### config.mk
export PLATFORM = sky130hd
export DESIGN_NAME = relay_driver_with_feedback_monitor_unit
export DESIGN_NICKNAME = d
export VERILOG_FILES = /design/src/hdl/rdfm_pkg.sv /design/src/hdl/rdfm_cfg_regs.sv /design/src/hdl/rdfm_core.sv /design/src/hdl/relay_driver_with_feedback_monitor_unit.sv
export SDC_FILE = /design/constraint.sdc
export NUM_CORES = 1
export LEC_CHECK = 0
export ABC_CLOCK_PERIOD_IN_PS = 3600
export BUFFER_PORTS_ARGS = -buffer_cell sky130_fd_sc_hd__buf_2
export CORE_MARGIN = 3
export CORE_UTILIZATION = 35
export DETAILED_ROUTE_END_ITERATION = 16
export GPL_ROUTABILITY_DRIVEN = 0
export SYNTH_ARGS = -nofsm -noshare
export SYNTH_HDL_FRONTEND = slang
export SYNTH_SLANG_ARGS = --single-unit
### constraint.sdc
create_clock -name clk -period 3.6 [get_ports clk]
set_input_delay 0.9 -clock clk [delete_from_list [all_inputs] [get_ports clk]]
set_output_delay 0.9 -clock clk [all_outputs]
set_load 0.01 [all_outputs]
### src/hdl/rdfm_pkg.sv
// Shared types, codes and helpers for the relay driver with feedback monitor.
// Used by rdfm_cfg_regs, rdfm_core and the top level; depends on nothing else.
`default_nettype none

package rdfm_pkg;

    // Field widths fixed by the item format.
    localparam int ACTION_W   = 3;
    localparam int INDEX_W    = 5;
    localparam int FIELD_W    = 16;
    localparam int STATUS_W   = 2;
    localparam int DELAY_W    = 16;
    localparam int TYPES_W    = 16;
    localparam int ACTIVE_W   = 5;

    // Configuration port geometry.
    localparam int PADDR_W    = 4;
    localparam int PDATA_W    = 32;

    // Action codes.
    typedef enum logic [ACTION_W-1:0] {
        ACT_SET          = 3'd0,
        ACT_TICK         = 3'd1,
        ACT_READ_CONTACT = 3'd2,
        ACT_READ_FAULT   = 3'd3,
        ACT_STOP         = 3'd4,
        ACT_START        = 3'd5
    } action_t;

    // Register indexes on the configuration port.
    typedef enum logic [1:0] {
        REG_SETTLE_DELAY  = 2'd0,
        REG_CONTACT_TYPES = 2'd1,
        REG_ACTIVE_COUNT  = 2'd2
    } reg_index_t;

    // Contact status codes.
    localparam logic [STATUS_W-1:0] CONTACT_OPEN    = 2'd0;
    localparam logic [STATUS_W-1:0] CONTACT_CLOSED  = 2'd1;
    localparam logic [STATUS_W-1:0] CONTACT_ERROR   = 2'd2;
    localparam logic [STATUS_W-1:0] CONTACT_INVALID = 2'd3;

    // Fault status codes.
    localparam logic [STATUS_W-1:0] FAULT_NONE      = 2'd0;
    localparam logic [STATUS_W-1:0] FAULT_WELDED    = 2'd1;
    localparam logic [STATUS_W-1:0] FAULT_STUCK     = 2'd2;
    localparam logic [STATUS_W-1:0] FAULT_INVALID   = 2'd3;

    // Reset values of the configuration registers.
    localparam logic [DELAY_W-1:0]  SETTLE_DELAY_RST  = 16'd100;
    localparam logic [TYPES_W-1:0]  CONTACT_TYPES_RST = 16'd0;
    localparam logic [ACTIVE_W-1:0] ACTIVE_COUNT_RST  = 5'd16;

    // Configuration as seen by the core.
    typedef struct packed {
        logic [DELAY_W-1:0]  settle_delay;
        logic [TYPES_W-1:0]  contact_types;
        logic [ACTIVE_W-1:0] active_count;
    } cfg_t;

    // One result item.
    typedef struct packed {
        logic [FIELD_W-1:0]  coil_drive;
        logic [STATUS_W-1:0] contact_status;
        logic [STATUS_W-1:0] fault_status;
    } result_t;

    // Fault class of a settled relay from coil, feedback and contact type.
    function automatic logic [STATUS_W-1:0] classify_fault(
        input logic coil,
        input logic fb,
        input logic ctype
    );
        logic [STATUS_W-1:0] cls;
        cls = FAULT_NONE;
        case ({coil, fb, ctype})
            3'b001, 3'b010: cls = FAULT_WELDED;
            3'b100, 3'b111: cls = FAULT_STUCK;
            default:        cls = FAULT_NONE;
        endcase
        return cls;
    endfunction

endpackage

`default_nettype wire

### src/hdl/rdfm_cfg_regs.sv
// APB-style configuration registers: settle delay, contact types, active count.
// Depends on rdfm_pkg for the register indexes, widths and reset values.
`default_nettype none

module rdfm_cfg_regs (
    input  wire logic                          clk,
    input  wire logic                          rst_n,
    input  wire logic                          psel,
    input  wire logic                          penable,
    input  wire logic                          pwrite,
    input  wire logic [rdfm_pkg::PADDR_W-1:0]  paddr,
    input  wire logic [rdfm_pkg::PDATA_W-1:0]  pwdata,
    output logic      [rdfm_pkg::PDATA_W-1:0]  prdata,
    output logic                               pready,
    output rdfm_pkg::cfg_t                     cfg
);

    logic [rdfm_pkg::DELAY_W-1:0]  settle_delay_reg;
    logic [rdfm_pkg::TYPES_W-1:0]  contact_types_reg;
    logic [rdfm_pkg::ACTIVE_W-1:0] active_count_reg;
    logic                          wr_en;
    rdfm_pkg::reg_index_t          reg_sel;

    assign pready  = 1'b1;
    assign wr_en   = psel && penable && pwrite && pready;
    assign reg_sel = rdfm_pkg::reg_index_t'(paddr[3:2]);

    // Register writes complete in the access phase of a transfer.
    always_ff @(posedge clk or negedge rst_n)
    begin
        if (!rst_n)
        begin
            settle_delay_reg  <= rdfm_pkg::SETTLE_DELAY_RST;
            contact_types_reg <= rdfm_pkg::CONTACT_TYPES_RST;
            active_count_reg  <= rdfm_pkg::ACTIVE_COUNT_RST;
        end
        else if (wr_en)
        begin
            unique case (reg_sel)
                rdfm_pkg::REG_SETTLE_DELAY:
                    settle_delay_reg <= pwdata[rdfm_pkg::DELAY_W-1:0];
                rdfm_pkg::REG_CONTACT_TYPES:
                    contact_types_reg <= pwdata[rdfm_pkg::TYPES_W-1:0];
                rdfm_pkg::REG_ACTIVE_COUNT:
                    active_count_reg <= pwdata[rdfm_pkg::ACTIVE_W-1:0];
                default:
                begin
                end
            endcase
        end
    end

    // Read data is decoded straight from the address.
    always_comb
    begin
        prdata = '0;
        unique case (reg_sel)
            rdfm_pkg::REG_SETTLE_DELAY:
                prdata = {16'd0, settle_delay_reg};
            rdfm_pkg::REG_CONTACT_TYPES:
                prdata = {16'd0, contact_types_reg};
            rdfm_pkg::REG_ACTIVE_COUNT:
                prdata = {27'd0, active_count_reg};
            default:
                prdata = '0;
        endcase
    end

    assign cfg.settle_delay  = settle_delay_reg;
    assign cfg.contact_types = contact_types_reg;
    assign cfg.active_count  = active_count_reg;

endmodule

`default_nettype wire

### src/hdl/rdfm_core.sv
// Relay state (coils, sampled feedback, fault bits, settle counters, run flag)
// and the single-pass action logic. Depends on rdfm_pkg.
`default_nettype none

module rdfm_core #(
    parameter int RELAY_COUNT   = 16,
    parameter int COUNTER_WIDTH = 16
) (
    input  wire logic                           clk,
    input  wire logic                           rst_n,
    input  wire logic                           fire,
    input  wire logic [rdfm_pkg::ACTION_W-1:0]  action,
    input  wire logic [rdfm_pkg::INDEX_W-1:0]   relay_num,
    input  wire logic                           coil_on,
    input  wire logic [rdfm_pkg::FIELD_W-1:0]   feedback_bits,
    input  rdfm_pkg::cfg_t                      cfg,
    output rdfm_pkg::result_t                   res
);

    localparam int SEL_W = (RELAY_COUNT > 1) ? $clog2(RELAY_COUNT) : 1;
    localparam int EXT_W = RELAY_COUNT + rdfm_pkg::FIELD_W;

    logic [RELAY_COUNT-1:0]   coil_reg, coil_next;
    logic [RELAY_COUNT-1:0]   fb_reg, fb_next;
    logic [RELAY_COUNT-1:0]   fault_reg, fault_next;
    logic [COUNTER_WIDTH-1:0] cnt_reg  [RELAY_COUNT];
    logic [COUNTER_WIDTH-1:0] cnt_next [RELAY_COUNT];
    logic                     running_reg, running_next;

    rdfm_pkg::action_t                      act;
    logic                                   idx_valid;
    logic [SEL_W-1:0]                       sel;
    logic [COUNTER_WIDTH+rdfm_pkg::DELAY_W-1:0] delay_ext;
    logic [COUNTER_WIDTH-1:0]               delay_w;
    logic [EXT_W-1:0]                       fb_ext, types_ext, coil_ext;
    logic [RELAY_COUNT-1:0]                 types_w;
    logic [RELAY_COUNT-1:0]                 active_mask;
    logic [RELAY_COUNT-1:0]                 sampled;
    logic [RELAY_COUNT-1:0]                 sel_bit;
    logic                                   sel_settled;
    logic [rdfm_pkg::STATUS_W-1:0]          contact_w, fault_w;

    assign act       = rdfm_pkg::action_t'(action);
    assign idx_valid = {1'b0, relay_num} < 6'(RELAY_COUNT);
    assign sel       = relay_num[SEL_W-1:0];
    assign sel_bit   = RELAY_COUNT'(1) << sel;

    // Fit the fixed-width fields to the relay count and counter width.
    assign delay_ext = {{COUNTER_WIDTH{1'b0}}, cfg.settle_delay};
    assign delay_w   = delay_ext[COUNTER_WIDTH-1:0];
    assign fb_ext    = {{RELAY_COUNT{1'b0}}, feedback_bits};
    assign types_ext = {{RELAY_COUNT{1'b0}}, cfg.contact_types};
    assign types_w   = types_ext[RELAY_COUNT-1:0];

    // Relays below the active count take part in a tick.
    always_comb
    begin
        for (int i = 0; i < RELAY_COUNT; i++)
        begin
            active_mask[i] = {1'b0, cfg.active_count} > 6'(i);
        end
    end

    assign sampled     = fb_ext[RELAY_COUNT-1:0] & active_mask;
    assign sel_settled = (cnt_reg[sel] == '0);

    // Next state for each action.
    always_comb
    begin
        coil_next    = coil_reg;
        fb_next      = fb_reg;
        fault_next   = fault_reg;
        running_next = running_reg;
        for (int i = 0; i < RELAY_COUNT; i++)
        begin
            cnt_next[i] = cnt_reg[i];
        end
        unique case (act)
            rdfm_pkg::ACT_SET:
            begin
                if (idx_valid)
                begin
                    cnt_next[sel] = delay_w;
                    coil_next     = coil_on ? (coil_reg | sel_bit) : (coil_reg & ~sel_bit);
                end
            end
            rdfm_pkg::ACT_TICK:
            begin
                if (running_reg)
                begin
                    for (int i = 0; i < RELAY_COUNT; i++)
                    begin
                        if (active_mask[i] && (cnt_reg[i] != '0))
                        begin
                            cnt_next[i] = cnt_reg[i] - COUNTER_WIDTH'(1);
                        end
                    end
                    fb_next    = sampled;
                    fault_next = coil_reg ^ sampled ^ types_w;
                end
            end
            rdfm_pkg::ACT_STOP, rdfm_pkg::ACT_START:
            begin
                coil_next    = '0;
                fb_next      = '0;
                fault_next   = '0;
                running_next = (act == rdfm_pkg::ACT_START);
                for (int i = 0; i < RELAY_COUNT; i++)
                begin
                    cnt_next[i] = '0;
                end
            end
            default:
            begin
            end
        endcase
    end

    // Read answers come from the state before the action.
    always_comb
    begin
        contact_w = rdfm_pkg::CONTACT_OPEN;
        fault_w   = rdfm_pkg::FAULT_NONE;
        if (act == rdfm_pkg::ACT_READ_CONTACT)
        begin
            if (!idx_valid)
                contact_w = rdfm_pkg::CONTACT_INVALID;
            else if (fault_reg[sel] && sel_settled)
                contact_w = rdfm_pkg::CONTACT_ERROR;
            else if (fb_reg[sel])
                contact_w = rdfm_pkg::CONTACT_CLOSED;
            else
                contact_w = rdfm_pkg::CONTACT_OPEN;
        end
        if (act == rdfm_pkg::ACT_READ_FAULT)
        begin
            if (!idx_valid)
                fault_w = rdfm_pkg::FAULT_INVALID;
            else if (sel_settled)
                fault_w = rdfm_pkg::classify_fault(coil_reg[sel], fb_reg[sel], types_w[sel]);
            else
                fault_w = rdfm_pkg::FAULT_NONE;
        end
    end

    assign coil_ext           = {{rdfm_pkg::FIELD_W{1'b0}}, coil_next};
    assign res.coil_drive     = coil_ext[rdfm_pkg::FIELD_W-1:0];
    assign res.contact_status = contact_w;
    assign res.fault_status   = fault_w;

    // State registers advance once per transfer.
    always_ff @(posedge clk or negedge rst_n)
    begin
        if (!rst_n)
        begin
            coil_reg    <= '0;
            fb_reg      <= '0;
            fault_reg   <= '0;
            running_reg <= 1'b1;
            for (int i = 0; i < RELAY_COUNT; i++)
            begin
                cnt_reg[i] <= '0;
            end
        end
        else if (fire)
        begin
            coil_reg    <= coil_next;
            fb_reg      <= fb_next;
            fault_reg   <= fault_next;
            running_reg <= running_next;
            for (int i = 0; i < RELAY_COUNT; i++)
            begin
                cnt_reg[i] <= cnt_next[i];
            end
        end
    end

    // A stop leaves the block halted with every coil released.
    assert property (@(posedge clk) disable iff (!rst_n)
        fire && (act == rdfm_pkg::ACT_STOP) |=> !running_reg && (coil_reg == '0))
        else $error("stop did not halt and clear the relays");

    // A tick while halted leaves the sampled feedback and faults alone.
    assert property (@(posedge clk) disable iff (!rst_n)
        fire && (act == rdfm_pkg::ACT_TICK) && !running_reg
        |=> $stable(fb_reg) && $stable(fault_reg))
        else $error("tick changed state while halted");

    // Sampled feedback never holds bits beyond the active count.
    assert property (@(posedge clk) disable iff (!rst_n)
        fire && (act == rdfm_pkg::ACT_TICK) |=> (fb_reg & ~$past(active_mask)) == '0)
        else $error("feedback sampled outside the active relays");

    // Without a transfer the coils hold.
    assert property (@(posedge clk) disable iff (!rst_n)
        !fire |=> $stable(coil_reg))
        else $error("coils changed without a transfer");

endmodule

`default_nettype wire

### src/hdl/relay_driver_with_feedback_monitor_unit.sv
// Relay driver with feedback monitor: input stage, core and result register.
// Path: an accepted item is registered in the input stage, then in the result register.
// Throughput: one action per cycle while results drain; a result held by a stalled
// consumer blocks the input stage once that holds an item, and intake then stops.
// Reset: asynchronous, active low; coils, feedback, faults and counters clear,
// ticks are enabled, and the registers load their documented defaults.
// Depends on rdfm_pkg, rdfm_cfg_regs and rdfm_core.
`default_nettype none

module relay_driver_with_feedback_monitor_unit #(
    parameter int RELAY_COUNT   = 16,
    parameter int COUNTER_WIDTH = 16
) (
    input  wire logic                           clk,
    input  wire logic                           rst_n,
    input  wire logic                           psel,
    input  wire logic                           penable,
    input  wire logic                           pwrite,
    input  wire logic [rdfm_pkg::PADDR_W-1:0]   paddr,
    input  wire logic [rdfm_pkg::PDATA_W-1:0]   pwdata,
    output logic      [rdfm_pkg::PDATA_W-1:0]   prdata,
    output logic                                pready,
    input  wire logic                           in_valid,
    output logic                                in_ready,
    input  wire logic [rdfm_pkg::ACTION_W-1:0]  action,
    input  wire logic [rdfm_pkg::INDEX_W-1:0]   relay_num,
    input  wire logic                           coil_on,
    input  wire logic [rdfm_pkg::FIELD_W-1:0]   feedback_bits,
    output logic                                out_valid,
    input  wire logic                           out_ready,
    output logic      [rdfm_pkg::FIELD_W-1:0]   coil_drive,
    output logic      [rdfm_pkg::STATUS_W-1:0]  contact_status,
    output logic      [rdfm_pkg::STATUS_W-1:0]  fault_status
);

    rdfm_pkg::cfg_t                    cfg;
    rdfm_pkg::result_t                 res;
    rdfm_pkg::result_t                 res_reg;

    logic                              in_valid_reg;
    logic [rdfm_pkg::ACTION_W-1:0]     action_reg;
    logic [rdfm_pkg::INDEX_W-1:0]      index_reg;
    logic                              coil_on_reg;
    logic [rdfm_pkg::FIELD_W-1:0]      feedback_reg;
    logic                              out_valid_reg;
    logic                              advance;
    logic                              in_xfer;

    // The staged item moves into the result register when that has room.
    assign advance  = in_valid_reg && (!out_valid_reg || out_ready);
    assign in_ready = !in_valid_reg || advance;
    assign in_xfer  = in_valid && in_ready;

    rdfm_cfg_regs u_cfg (
        .clk     (clk),
        .rst_n   (rst_n),
        .psel    (psel),
        .penable (penable),
        .pwrite  (pwrite),
        .paddr   (paddr),
        .pwdata  (pwdata),
        .prdata  (prdata),
        .pready  (pready),
        .cfg     (cfg)
    );

    rdfm_core #(
        .RELAY_COUNT   (RELAY_COUNT),
        .COUNTER_WIDTH (COUNTER_WIDTH)
    ) u_core (
        .clk           (clk),
        .rst_n         (rst_n),
        .fire          (advance),
        .action        (action_reg),
        .relay_num     (index_reg),
        .coil_on       (coil_on_reg),
        .feedback_bits (feedback_reg),
        .cfg           (cfg),
        .res           (res)
    );

    // Input stage: valid flag.
    always_ff @(posedge clk or negedge rst_n)
    begin
        if (!rst_n)
            in_valid_reg <= 1'b0;
        else if (in_ready)
            in_valid_reg <= in_valid;
    end

    // Input stage: payload.
    always_ff @(posedge clk)
    begin
        if (in_xfer)
        begin
            action_reg   <= action;
            index_reg    <= relay_num;
            coil_on_reg  <= coil_on;
            feedback_reg <= feedback_bits;
        end
    end

    // Result register: valid flag.
    always_ff @(posedge clk or negedge rst_n)
    begin
        if (!rst_n)
            out_valid_reg <= 1'b0;
        else if (advance)
            out_valid_reg <= 1'b1;
        else if (out_ready)
            out_valid_reg <= 1'b0;
    end

    // Result register: payload.
    always_ff @(posedge clk)
    begin
        if (advance)
            res_reg <= res;
    end

    assign out_valid      = out_valid_reg;
    assign coil_drive     = res_reg.coil_drive;
    assign contact_status = res_reg.contact_status;
    assign fault_status   = res_reg.fault_status;

    // Every item that leaves the input stage shows up as a result.
    assert property (@(posedge clk) disable iff (!rst_n)
        advance |=> out_valid_reg)
        else $error("staged item did not reach the result register");

    // An accepted item is held in the input stage on the next cycle.
    assert property (@(posedge clk) disable iff (!rst_n)
        in_xfer |=> in_valid_reg)
        else $error("accepted item lost from the input stage");

    // A held result with a stalled consumer keeps the input stage blocked.
    assert property (@(posedge clk) disable iff (!rst_n)
        out_valid_reg && !out_ready |-> !advance)
        else $error("result register overwritten while stalled");

endmodule

`default_nettype wire

Word level (Yosys, flattened, before mapping) --
Index checks and enable logic that the tools add are counted.
Storage, ports and cells: flip-flop bits (word level) 389, input port bits 68, output and inout port bits 55, word-level logic and storage cells 226
Cells by class: add/sub/neg operators 16, $lt $le $gt $ge 20, eq/ne operators 29, shifts and indexed selects 1, muxes and demuxes 49, bitwise operators 7, reductions and logical operators 72
Operators by type and width (number):
- case mux 256 bit (3 select lines) | 1
- 2-to-1 mux 256 bit | 2
- 2-to-1 mux 16 bit | 23
- bitwise mux 256 bit | 1
- nonzero test 16 bit | 16
- subtractor 16 x 1 -> 16 bit (second input constant) | 16
- case mux 16 bit (2 select lines) | 3
- AND reduction 5 bit | 16
- binary-select mux 16 bit (select 4 bit) | 1
- demux 16 bit (select 4 bit) | 1
- case mux 16 bit (3 select lines) | 1
- greater-than comparator 5 x 4 -> 1 bit (second input constant) | 8
- != test 2 x 1 -> 1 bit (second input constant) | 18
- AND 16 bit | 2
- bitwise XOR 16 bit | 2
- logical AND 1 bit | 22
- greater-than comparator 5 x 3 -> 1 bit (second input constant) | 4
- binary-select mux 1 bit (select 4 bit) | 4
- logical NOT 16 bit | 1
- inverter 16 bit | 1
- bitwise OR 16 bit | 1
- << shifter 1 x 4 -> 16 bit (first input constant) | 1
- == test 3 bit (second input constant) | 4
- greater-than comparator 5 x 1 -> 1 bit (second input constant) | 2
- other kinds (22) | 43

Depth between registers and ports, before layout --
depth after elaboration 8, mapped depth 10, depth with buffers taken out 9

Hierarchy --
Synthesis repeated with hierarchy kept, for this count alone.
Second synthesis, totals: cells, all modules 2659, area, all modules 23334.9 um^2
Modules (own cells, without submodules):
- rdfm_core | times used 1, cells an instance 2464, area an instance 20051.7 um^2, seq. area each 7633.6 um^2
- rdfm_cfg_regs | times used 1, cells an instance 142, area an instance 1828.0 um^2, seq. area each 930.9 um^2
- relay_driver_with_feedback_monitor_unit | times used 1, cells an instance 53, area an instance 1455.1 um^2, seq. area each 1401.3 um^2

Least setup slack after synthesis --
Ideal clock, no wire load.
path kind input to output, start point input port paddr[2] (netlist name), end point output port prdata[10] (netlist name), arrival time 2071 ps, data required time 2700 ps, path slack 629 ps, stages on the path 4, path buffers 2, cell sequence clkbuf_1 > buf_1 > mux2i_1 > nor2_1
Between the ends: longest elaborated chain between the ends 2, elaborated cells between the ends (all ways) 4, classes of those cells eq/ne (2); mux (1); reduce/logical (1)
RTL lines:
- from (decl) | RTL line relay_driver_with_feedback_monitor_unit.sv:19 | input wire logic [rdfm_pkg::PADDR_W-1:0] paddr,
- == test 2 bit (tied with other cells) | RTL line rdfm_cfg_regs.sv:57 | unique case (reg_sel)
- case mux 16 bit (3 select lines) * | RTL line rdfm_cfg_regs.sv:57
- to (decl) | RTL line relay_driver_with_feedback_monitor_unit.sv:21 | output logic [rdfm_pkg::PDATA_W-1:0] prdata,
Every way passes the cells marked *; elsewhere a longest branch is shown, timed or not.

Final worst setup path --
start point register index_reg[3] (netlist name), end point register res_reg (netlist bit fault_status[0]), data pin
Between the ends: longest elaborated chain between the ends 7, elaborated cells between the ends (all ways) 21, classes of those cells order compare (1); eq/ne (4); mux (12); bitwise (1); reduce/logical (3)
RTL lines:
- from (decl) | RTL line relay_driver_with_feedback_monitor_unit.sv:42 | logic [rdfm_pkg::INDEX_W-1:0] index_reg;
- from (signal assigned) | RTL line relay_driver_with_feedback_monitor_unit.sv:97 | index_reg <= relay_num;
- binary-select mux 1 bit (select 4 bit) / inverter 4 -> 5 bit (equally long branches) | RTL line rdfm_core.sv:140, rdfm_core.sv:65
- 2-to-1 mux 1 bit (implied by the code) / binary-select mux 16 bit (select 4 bit) (equally long branches) | RTL line rdfm_core.sv:140, rdfm_core.sv:65
- == test 3 bit (tied with other cells) | RTL line rdfm_pkg.sv:76 | case ({coil, fb, ctype})
- OR reduction 2 bit / 2-to-1 mux 16 bit (equally long branches) | RTL line rdfm_pkg.sv:76, rdfm_core.sv:65
- case mux 2 bit (2 select lines) / logical NOT 16 bit (equally long branches) | RTL line rdfm_pkg.sv:76, rdfm_core.sv:65
- 2-to-1 mux 2 bit | RTL line rdfm_core.sv:139 | else if (sel_settled)
- 2-to-1 mux 2 bit * | RTL line rdfm_core.sv:137 | if (!idx_valid)
- to (signal assigned) | RTL line relay_driver_with_feedback_monitor_unit.sv:118 | res_reg <= res;
- to (decl) | RTL line relay_driver_with_feedback_monitor_unit.sv:38 | rdfm_pkg::result_t res_reg;
Every way passes the cells marked *; elsewhere a longest branch is shown, timed or not. The select of a mux whose other input is x is not followed. A chain may end at the register's enable or synchronous reset.

==> run summary <==
Vias in the first global route: 21100
PD cells: 657 nW/µm²
Routed wire length per instance: 23.2 µm
CTS sink count: 389
Post-synthesis sequential area ratio: 42.8%
CORE AREA: 65200 µm²
Final setup vio count: 0
Fillers: 6356
Max stage delay on crit path: 0.85 ns
Final hold violation count: 0
Final Power: 17.4 mW
Clock skew: 0.0146 ns
DP Wirelength: 54.3 mm
Drt first-iter violations: 2601
ANT nets after route: 0
Drt drc: 0
Largest cells by area after synthesis: dfrtp_1, o21ai_0, a22o_1, edfxtp_1, nand2_1
Clk buf depth: 3
Worst Path Required: 3.97 ns
Mapped Cells: 2588
Reg clk slew, reported paths: 0.06 ns
Die X: 264 µm
CP cell instances: nor2b_1 > o311ai_0 > a22oi_1 > nand4b_1 > nor4_1 > nand4_1 > o41ai_1
Die ar.: 69600 µm²
Post-Route Utilization: 40.7%
Max-cap check violation count: 0
Ys Warns: 0
Total Wirelength: 81.7 mm
CP Launch Type: flip-flop
Area grow syn2layout: 13.8%
Initial antenna violation count: 2
Status: finished, final reports clean
First-pass GRT wire length: 126 mm
Mapped cell area: 23300 µm²
Starting Density: 35.7%
Top cell type's share of synthesized area: 36.4%
TritonCTS clock tree: yes
Hold_buf cts: 0
Drt pass-1 iters: 6
Min cycle time layout: 3.27 ns
Pin count of the biggest net entering global routing: 74
Synth async-reset ratio: 88.4%
Worst Max-Slew Pin Slew: 1.35 ns
Clock Tree Root: clkbuf_16
Fmax: 306 MHz
DR vias: 22100
Cell variety after synth: 76
Global-route usage over all layers: 22.7%
Worst hold slack: 0.266 ns
Sequential cell area: 9970 µm²
Leak pwr: 10.9 nW
Buffers on Ports: 87
Top-level port count: 123
Htree depth: 2
Unrepaired setup endpoints after global routing: no
Row count: 93
Final #Nets: 2714
Worst VDD drop: 0.328 mV
Post-synth EDFFs: 45
Multi-input gate area: 12300 µm²
Largest area contributor in the netlist: dfrtp_1
Slew margin rel.: 10.1%
Synthesized flop and latch total: 389
Fraction of layout cells with a size suffix above 1: 15.3%
Critical Path AT: 3.64 ns
Syn Area/Cell: 8.99 µm²
Fin crit share: 90.8%
Vias/cell: 6.28
Setup CP Type: flip-flop to flip-flop
Height of the die: 264 µm
Setup_tns: 0 ns
CP Capture Type: flip-flop
Ys flop type: dfrtp_1
Most common cell after layout, fill and taps aside: o21ai_0
Hold crit path type: primary input to asynchronous set/reset pin
Total CTS buffers: 45
Slew Viols, Final: 0
Commonest non-fill, non-tap cells in the layout: o21ai_0, dfrtp_1, nand2_1, a22o_1, o22ai_1
Post-CTS resize count: 0
N_diodes: 0
Max FO, Critical Path: 18
Post-CTS Setup Bufs: 0
Grt total ovfl: 0
Worst-Skew Late Latency: 0.58 ns
Slowest cell on crit path: edfxtp_1
## worst max-delay path: cells and delay by family (launching register included)
kind / cells / cell delay, ns
simple gates: 4 / 1.27
compound gates: 3 / 0.93
flops: 1 / 0.85
## stage by stage
stage          cell area (µm²)  cells  setup WS (ns)
3_3_place_gp             24900   3433          0.419
4_1_cts                  26500   3517          0.438
3_5_place_dp             24900   3433          0.372
2_1_floorplan            23300   2603          0.629
6_report                 26500   3517          0.330
5_1_grt                  26500   3517          0.135
## final timing paths
check                                     start                         end  slack [ns]  cells after the start
hold reg to reg            u_core.fault_reg[14]        u_core.fault_reg[14]        0.48                      2
max in group asynchronous                 rst_n  asynchronous set/reset pin        2.51                      2
hold / removal                            rst_n  u_cfg.contact_types_reg[8]        0.27                      1
setup / recovery                   index_reg[3]             fault_status[0]        0.33                      7
setup reg to reg                   index_reg[3]             fault_status[0]        0.33                      7
min in group clk           u_core.fault_reg[14]        u_core.fault_reg[14]        0.48                      2
## report_power, final
part / switching, mW / internal, mW / total (mW)
clock: 1.95 / 3.06 / 5.01
combinational: 3.76 / 2.36 / 6.12
sequential: 1.04 / 5.22 / 6.27
total: 6.76 / 10.6 / 17.4
## layer usage
| layer | track usage (%) | share of wire [%] | vias to the layer above | routed length (µm) |
|---|---|---|---|---|
| li1 | - | - | 9866 | - |
| met1 | 30.4 | 41 | 10900 | 33600 |
| met2 | 36.1 | 46 | 1053 | 37400 |
| met3 | 4.31 | 8.6 | 206 | 7030 |
| met4 | 9.44 | 4.4 | 2 | 3620 |
| met5 | 0 | 0.013 | - | 11 |
## synth_stat cells (all sizes together), types with 4 or more instances
master / count
a211oi: 15
nor2: 129
clkbuf: 144
or3: 52
nand3: 33
nor3b: 11
o22ai: 138
a21oi: 68
a221oi: 4
a22o: 179
and2: 4
nor2b: 12
o22a: 5
nand4: 7
or4: 30
inv: 50
nand2b: 29
or2: 30
a31oi: 20
o221a: 4
ha: 21
nand3b: 8
mux2i: 22
buf: 66
nor4: 49
xnor2: 33
nor3: 107
o32a: 12
nand2: 315
a21o: 5
o221ai: 4
o32ai: 58
mux2: 54
o21a: 7
mux4: 26
dfrtp: 339
nor4b: 6
dfstp: 5
edfxtp: 45
o21ai: 397
or3b: 4
## cells by family (layout without fill, tap and decap cells)
logic type	Yosys count	in the layout	share of synthesized area, %
AO/OA/AOI/OAI	949	949	26.6
AND/OR/NAND/NOR	832	832	17.3
flip-flops	389	389	42.8
buffers and inverters	260	319	4.78
multiplexers	102	102	6.07
XOR/XNOR	33	33	1.24
adder cells (fa/ha/maj)	21	21	1.13
other	2	17	0.0323
## layout make-up
type / instances / area share [%]
clock buffers: 67 / 5.30
repair buffers: 185 / 4.93
multi-input cells: 1954 / 46.6
inverters: 50 / 0.708
flip-flops and latches: 389 / 37.6
well taps: 855 / 4.04
clock inverters: 17 / 0.836
Note: power is estimated with default switching activity, not from simulation.
